--- src/design/gda_pkg.sv ---
// gda_pkg: shared types, constants and month length table for the date adder
// no dependencies; imported by gda_ctrl, gda_datapath and the top level

package gda_pkg;

    localparam int MONTH_W = 4;
    localparam int DAY_W   = 5;
    localparam int YEAR_W  = 14;
    localparam int DAYS_W  = 16;
    localparam int R400_W  = 9;

    localparam int S_TDATA_W = 40;
    localparam int M_TDATA_W = 24;

    localparam logic [MONTH_W-1:0] JANUARY  = 4'd1;
    localparam logic [MONTH_W-1:0] FEBRUARY = 4'd2;
    localparam logic [MONTH_W-1:0] DECEMBER = 4'd12;

    localparam logic [YEAR_W-1:0] YEAR_MAX = 14'd16383;
    localparam logic [R400_W-1:0] CYCLE400 = 9'd400;
    localparam logic [R400_W-1:0] LAST400  = 9'd399;

    // controller to datapath commands
    typedef struct packed {
        logic load;
        logic reduce_step;
        logic clamp;
        logic walk_step;
        logic out_load;
    } gda_cmd_t;

    // datapath to controller status
    typedef struct packed {
        logic r_ge400;
        logic rem_zero;
    } gda_sts_t;

    // days in month m (1..12), with the leap day in february only
    function automatic logic [DAY_W-1:0] month_len(input logic [MONTH_W-1:0] m,
                                                   input logic is_leap);
        logic [DAY_W-1:0] n;
        case (m)
            4'd2:                n = 5'd28;
            4'd4, 4'd6, 4'd9,
            4'd11:               n = 5'd30;
            default:             n = 5'd31;
        endcase
        if (m == FEBRUARY && is_leap) begin
            n = 5'd29;
        end
        return n;
    endfunction

endpackage

--- src/design/gda_datapath.sv ---
// gda_datapath: date registers, year mod 400 reduction and month walk step
// depends on gda_pkg for widths, command/status types and month_len

module gda_datapath (
    input  logic                              aclk,
    input  gda_pkg::gda_cmd_t                 cmd,
    output gda_pkg::gda_sts_t                 sts,
    input  logic [gda_pkg::S_TDATA_W-1:0]     s_tdata,
    output logic [gda_pkg::M_TDATA_W-1:0]     m_tdata
);
    import gda_pkg::*;

    logic [MONTH_W-1:0]   month_reg, month_next;
    logic [DAY_W-1:0]     day_reg, day_next;
    logic [YEAR_W-1:0]    year_reg, year_next;
    logic [DAYS_W-1:0]    rem_reg, rem_next;
    logic [YEAR_W-1:0]    r400_reg, r400_next;
    logic [M_TDATA_W-1:0] out_reg, out_next;

    logic [MONTH_W-1:0] in_month;
    logic [DAY_W-1:0]   in_day;
    logic [R400_W-1:0]  r400;
    logic               is_leap;
    logic [DAY_W-1:0]   len;
    logic [DAY_W-1:0]   left;
    logic [DAY_W:0]     step;

    assign in_month = s_tdata[3:0];
    assign in_day   = s_tdata[8:4];

    // leap: divisible by 4, and by 100 only if by 400
    assign r400    = r400_reg[R400_W-1:0];
    assign is_leap = (year_reg[1:0] == 2'd0) && !(r400 inside {9'd100, 9'd200, 9'd300});
    assign len     = month_len(month_reg, is_leap);
    assign left    = len - day_reg;
    assign step    = {1'b0, left} + 6'd1;

    assign sts.r_ge400  = (r400_reg >= YEAR_W'(CYCLE400));
    assign sts.rem_zero = (rem_reg == '0);

    // next state of the date registers
    always_comb begin
        month_next = month_reg;
        day_next   = day_reg;
        year_next  = year_reg;
        rem_next   = rem_reg;
        r400_next  = r400_reg;
        out_next   = out_reg;
        if (cmd.load) begin
            if (in_month == '0) begin
                month_next = JANUARY;
            end else if (in_month > DECEMBER) begin
                month_next = DECEMBER;
            end else begin
                month_next = in_month;
            end
            day_next  = (in_day == '0) ? DAY_W'(1) : in_day;
            year_next = s_tdata[22:9];
            r400_next = s_tdata[22:9];
            rem_next  = s_tdata[38:23];
        end
        if (cmd.reduce_step) begin
            r400_next = r400_reg - YEAR_W'(CYCLE400);
        end
        if (cmd.clamp && day_reg > len) begin
            day_next = len;
        end
        if (cmd.walk_step) begin
            if (rem_reg > DAYS_W'(left)) begin
                rem_next = rem_reg - DAYS_W'(step);
                day_next = DAY_W'(1);
                if (month_reg == DECEMBER) begin
                    month_next = JANUARY;
                    year_next  = year_reg + YEAR_W'(1);
                    // year wraps to zero, which is a multiple of 400
                    if (year_reg == YEAR_MAX || r400 == LAST400) begin
                        r400_next = '0;
                    end else begin
                        r400_next = r400_reg + YEAR_W'(1);
                    end
                end else begin
                    month_next = month_reg + MONTH_W'(1);
                end
            end else begin
                day_next = day_reg + rem_reg[DAY_W-1:0];
                rem_next = '0;
            end
        end
        if (cmd.out_load) begin
            out_next = {1'b0, year_reg, day_reg, month_reg};
        end
    end

    always_ff @(posedge aclk) begin
        month_reg <= month_next;
        day_reg   <= day_next;
        year_reg  <= year_next;
        rem_reg   <= rem_next;
        r400_reg  <= r400_next;
        out_reg   <= out_next;
    end

    assign m_tdata = out_reg;

endmodule

--- src/design/gda_ctrl.sv ---
// gda_ctrl: sequencer for load, mod 400 reduction, clamp, month walk, output
// depends on gda_pkg for command and status types

module gda_ctrl (
    input  logic              aclk,
    input  logic              aresetn,
    input  logic              s_tvalid,
    output logic              s_tready,
    output logic              m_tvalid,
    input  logic              m_tready,
    output gda_pkg::gda_cmd_t cmd,
    input  gda_pkg::gda_sts_t sts
);
    import gda_pkg::*;

    typedef enum logic [4:0] {
        ST_IDLE   = 5'b00001,
        ST_REDUCE = 5'b00010,
        ST_CLAMP  = 5'b00100,
        ST_WALK   = 5'b01000,
        ST_DONE   = 5'b10000
    } state_t;

    state_t state_reg, state_next;
    logic   m_tvalid_reg, m_tvalid_next;
    logic   out_free;

    assign s_tready = (state_reg == ST_IDLE);
    assign m_tvalid = m_tvalid_reg;
    assign out_free = !m_tvalid_reg || m_tready;

    // state transitions and commands
    always_comb begin
        state_next      = state_reg;
        cmd             = '0;
        m_tvalid_next   = m_tvalid_reg && !m_tready;
        case (state_reg)
            ST_IDLE: begin
                if (s_tvalid) begin
                    cmd.load   = 1'b1;
                    state_next = ST_REDUCE;
                end
            end
            ST_REDUCE: begin
                if (sts.r_ge400) begin
                    cmd.reduce_step = 1'b1;
                end else begin
                    state_next = ST_CLAMP;
                end
            end
            ST_CLAMP: begin
                cmd.clamp  = 1'b1;
                state_next = ST_WALK;
            end
            ST_WALK: begin
                if (sts.rem_zero) begin
                    state_next = ST_DONE;
                end else begin
                    cmd.walk_step = 1'b1;
                end
            end
            ST_DONE: begin
                if (out_free) begin
                    cmd.out_load  = 1'b1;
                    m_tvalid_next = 1'b1;
                    state_next    = ST_IDLE;
                end
            end
            default: begin
                state_next = ST_IDLE;
            end
        endcase
    end

    always_ff @(posedge aclk) begin
        if (!aresetn) begin
            state_reg    <= ST_IDLE;
            m_tvalid_reg <= 1'b0;
        end else begin
            state_reg    <= state_next;
            m_tvalid_reg <= m_tvalid_next;
        end
    end

    // the walk only starts once the year residue is below 400
    a_walk_reduced: assert property (@(posedge aclk) disable iff (!aresetn)
        (state_reg == ST_WALK) |-> !sts.r_ge400)
        else $error("walk with unreduced year residue");

    // an accepted word always starts the reduction
    a_accept_reduce: assert property (@(posedge aclk) disable iff (!aresetn)
        (s_tvalid && s_tready) |=> (state_reg == ST_REDUCE))
        else $error("accepted word did not start reduction");

    // a finished result waits while the output register is occupied
    a_done_hold: assert property (@(posedge aclk) disable iff (!aresetn)
        (state_reg == ST_DONE && m_tvalid && !m_tready) |=> (state_reg == ST_DONE))
        else $error("result overwrote pending output");

endmodule

--- src/design/gregorian_date_add_days_core.sv ---
// Gregorian date advance: adds a day count to a date, one month per walk cycle.
// Steps: repeated subtraction of 400 from the year residue, a day clamp, one walk step per
// month crossed, a final day add, an empty check and the output load.
// One word is processed at a time, from acceptance through the output load.
// A new word is taken while the previous result still waits in the output register.
// Reset: synchronous active-low aresetn clears the sequencer and m_tvalid.

module gregorian_date_add_days_core (
    input  logic                          aclk,
    input  logic                          aresetn,
    input  logic                          s_tvalid,
    output logic                          s_tready,
    // month_in[3:0], day_in[8:4], year_in[22:9], days_to_add[38:23], zero[39]
    input  logic [gda_pkg::S_TDATA_W-1:0] s_tdata,
    output logic                          m_tvalid,
    input  logic                          m_tready,
    // month_out[3:0], day_out[8:4], year_out[22:9], zero[23]
    output logic [gda_pkg::M_TDATA_W-1:0] m_tdata
);
    import gda_pkg::*;

    gda_cmd_t cmd;
    gda_sts_t sts;

    // sequencer
    gda_ctrl u_ctrl (
        .aclk     (aclk),
        .aresetn  (aresetn),
        .s_tvalid (s_tvalid),
        .s_tready (s_tready),
        .m_tvalid (m_tvalid),
        .m_tready (m_tready),
        .cmd      (cmd),
        .sts      (sts)
    );

    // date registers and walk arithmetic
    gda_datapath u_datapath (
        .aclk    (aclk),
        .cmd     (cmd),
        .sts     (sts),
        .s_tdata (s_tdata),
        .m_tdata (m_tdata)
    );

endmodule
--- config.mk ---
export PLATFORM = sky130hd
export DESIGN_NAME = gregorian_date_add_days_core
export DESIGN_NICKNAME = d
export VERILOG_FILES = /design/src/design/gda_pkg.sv /design/src/design/gda_datapath.sv /design/src/design/gda_ctrl.sv /design/src/design/gregorian_date_add_days_core.sv
export SDC_FILE = /design/constraint.sdc
export NUM_CORES = 1
export LEC_CHECK = 0
export ABC_AREA = 1
export ABC_CLOCK_PERIOD_IN_PS = 3550
export BUFFER_PORTS_ARGS = -buffer_cell sky130_fd_sc_hd__buf_2
export CAP_MARGIN = 30
export CORE_UTILIZATION = 53
export DETAILED_ROUTE_END_ITERATION = 10
export PLACE_DENSITY = 0.77
export SLEW_MARGIN = 10
export SYNTH_ARGS = -nofsm -noshare
export SYNTH_HDL_FRONTEND = slang
export SYNTH_SLANG_ARGS = --single-unit
export TNS_END_PERCENT = 5
--- constraint.sdc ---
create_clock -name aclk -period 3.55 [get_ports aclk]
set_input_delay 0 -clock aclk [delete_from_list [all_inputs] [get_ports aclk]]
set_output_delay 0 -clock aclk [all_outputs]
set_load 0.005 [all_outputs]
==> metrics.txt <==
Remaining DRCs=0; Gate Count Post-Synth=just under 800; number of flops mapped to enable cells by yosys=44; number of slew-limit violations in the final report=0; routed length per instance=between 10 and 15 um; vertical extent of the die=~100 um; # nets final=approximately 960; Die X=105 um; sequential fraction of the synthesis area=37.4%; yosys warns=0; die footprint=roughly 11000 um2; crit path max fanout=7; Total Wirelength=15.0 mm; shortest clock period the worst path allows after layout=3.48 ns; Area Overhead vs Synth=23.6%; placer's final routability congestion estimate=a little over 0.9; prevailing post-synth register cell=edfxtp_1; number of endpoints failing setup at the final stage=0; number of placement rows=37; clock tree from TritonCTS=yes; critical path buffer and inverter count=4; crit start category=flip-flop; final worst clock skew=approximately 0.012 ns; antenna cell count=0; Seq cells post-synth=slightly above 80; P_sw=a little under 2 mW; violation count after the first detailed-routing iteration=around 470; Post-Synthesis Net Count=847; post-DR vias/cell=~5.4; clk buf depth=2; critical path's slowest cell=fa_2; power share of the clock group=between 10% and 20%; number of buffers created by CTS=9; slew at the pin with the worst max-slew slack=~0.73 ns; commonest cells after routing, fill and taps aside=nand2_1, inv_1, nor2_1; Core Footprint=roughly 10000 um2; remaining antenna violation count=0; combinational group share of total power=48.3%; number of different library cells in the post-synthesis netlist=38; static power due to leakage=approximately 3.2 nW; initial core utilization=between 50% and 60%; synthesized area divided by synthesized cell count=7.19 um2; design internal power=2.53 mW; IO buf count=67; critical path type=reg -> reg; Syn Std Cell Area=~5600 um2; most common cell after layout, fill and taps aside=nand2_1; highest achievable clock rate=287 MHz; fraction of the core area covered by cells at the end of the flow=between 60% and 70%; number of global-route vias before repair=4984; global-route wire length before repair=approximately 23 mm; clock transition at the registers of the reported paths=0.09 ns; Sequential Power Share=between 30% and 40%; cell chain of the critical path=inv_1, ha_1, nand3_2, nand3_1, and2_4, ha_4, inv_4, fa_2, nor2_4, xor2_2, ha_1, buf_6, nand2_2, nor2_2, nand2_1, nand2_1, nand2_1, nand2_2, nand3_4, clkbuf_16, nand2_2, o21ai_1; Clock Sink Count=82; RSZ-0062 raised after global routing=yes; total power divided by cell area=around 650 nW/um2; fraction of synthesis flops using an asynchronous set or reset pin=0%; CP required=3.82 ns; VDD IR max=around 290 uV; worst relative slew slack=50.9%; Pre-antenna DRT Iters=5; worst hold-check slack=0.00994 ns; half-perimeter wire length of the detailed placement result=around 10 mm; total global-route track usage=about a quarter; worst path arrival time=approximately 3.8 ns; Crit. End Element=flip-flop; insertion delay of the later-clocked pin in the worst-skew pair=0.38 ns; ratio of cells with drive above 1 in the final layout=21.6%; final critical-path share of the clock period=between 90% and 100%; deepest level of the CTS H-tree=3; worst hold-check path type=in -> reg; top-level port count=70; largest net degree at the start of global routing=36; start point of the worst min-delay path=s_tdata[7]; buffer cell driving the clock tree root=clkbuf_8; total number of vias=around 5600; Worst Setup SP=u_datapath.month_reg[0]$_DFF_P_; grt ovf=0; status=finished, final reports clean; antenna violations before repair=1; Fill cells=between 800 and 900; max FFs per register=23; Crit path max-delay family=simple AND/OR/NAND/NOR gates; launching point of the worst reg2reg path=u_datapath.month_reg[0]$_DFF_P_; Final Hold Vio Count=0; max-cap viol count=0; fraction of power spent switching nets=between 40% and 50%; biggest cell delay along the critical path=0.39 ns
## repair_timing
action | CTS | global route
hold buffers | 22 | 0
resized for setup | 3 | 72
endpoints found under the setup margin | 13 | 53
pin swaps | 0 | 24
buffers inserted | 0 | 7
hold endpoints to repair | 26 | 0
cloned | 0 | 4
## layout make-up
class | count | area [um2] | share of cell area, %
Tap cell | 136 | 170 | 2.47
Inverter | 93 | 359 | 5.22
Clock buffer | 10 | 128 | 1.85
Multi-Input combinational cell | 578 | 3170 | 46.0
Clock inverter | 6 | 66.3 | 0.963
Sequential cell | 82 | 2090 | 30.4
Timing Repair Buffer | 123 | 903 | 13.1
## power groups by stage
stage               clock network, mW  registers [mW]  logic (mW)
finish                          0.703            1.62        2.17
detailed placement                  0            1.60        1.88
global placement                    0            1.58        1.82
global route                    0.744            1.65        2.43
CTS                             0.706            1.58        1.91
floorplan                           0            1.50        1.45
## final timing paths
kind                            cells past startpoint                                to  slack [ns]
worst max-delay path                               22    u_datapath.r400_reg[1]$_DFF_P_        0.07
worst min-delay path                                3   u_datapath.day_reg[3]$_DFFE_PP_        0.01
worst max register to register                     22    u_datapath.r400_reg[1]$_DFF_P_        0.07
worst min register to register                      0  u_datapath.m_tdata[22]$_DFFE_PP_        0.48
## worst min-delay path, stage by stage
cell and delay [ns]:
buf_2 0.09, o21ai_0 0.09, o21ai_0 0.08
## synthesized netlist by cell type (2+ instances only)
cell type	number	area [um2]
nor2_2	5	31.3
dfxtp_1	38	761
clkbuf_1	4	15.0
nor3_1	7	35.0
inv_2	5	18.8
buf_4	5	37.5
nand3b_1	2	15.0
buf_6	7	78.8
fa_1	3	60.1
xor2_1	26	228
nor2_1	76	285
nor2_4	2	22.5
o21bai_1	4	30.0
edfxtp_1	44	1320
buf_2	6	30.0
ha_1	25	313
a21oi_1	10	50.1
nand4_1	17	106
o211ai_1	3	22.5
inv_1	88	330
nand2_1	248	931
o31ai_1	2	15.0
nand2_2	3	18.8
xnor2_1	10	87.6
nand3_1	55	275
o21ai_0	60	300
o21ai_1	8	40.0
a31oi_1	2	12.5
## cell families (layout without fill, tap and decap cells)
| kind of cell | after synthesis | count (layout) | synth area share (%) |
|---|---|---|---|
| xor gates and xnor gates | 36 | 36 | 5.66 |
| other | 1 | 1 | 0.0673 |
| DFF | 82 | 82 | 37.4 |
| and+or+nand+nor | 421 | 421 | 32.0 |
| AOI/OAI and AO/OA | 92 | 92 | 9.03 |
| buffers and inverters | 115 | 232 | 9.16 |
| adders and majority gates | 28 | 28 | 6.69 |
## metal layers
layer / GRT usage (%) / vias up / share of wire [%]
met4: 10.4 / 2 / 2.5
met3: 3.49 / 37 / 7.5
met5: 0 / - / 0.087
li1: - / 2721 / -
met1: 35.2 / 2560 / 42
met2: 43.0 / 236 / 48
## metrics by stage
step / cells / setup WS, ns / total power [mW] / area, um2 / setup TNS (ns)
5_1_grt: 1028 / -0.116 / 4.82 / 6890 / -3.34
2_1_floorplan: 775 / 0.220 / 2.95 / 5570 / 0
4_1_cts: 1017 / 0.00825 / 4.20 / 6540 / 0
3_5_place_dp: 979 / -0.00133 / 3.47 / 6120 / -0.00133
3_3_place_gp: 979 / 0.109 / 3.40 / 6120 / 0
6_report: 1028 / 0.0676 / 4.49 / 6890 / 0
Note: power is estimated with default switching activity, not from simulation.
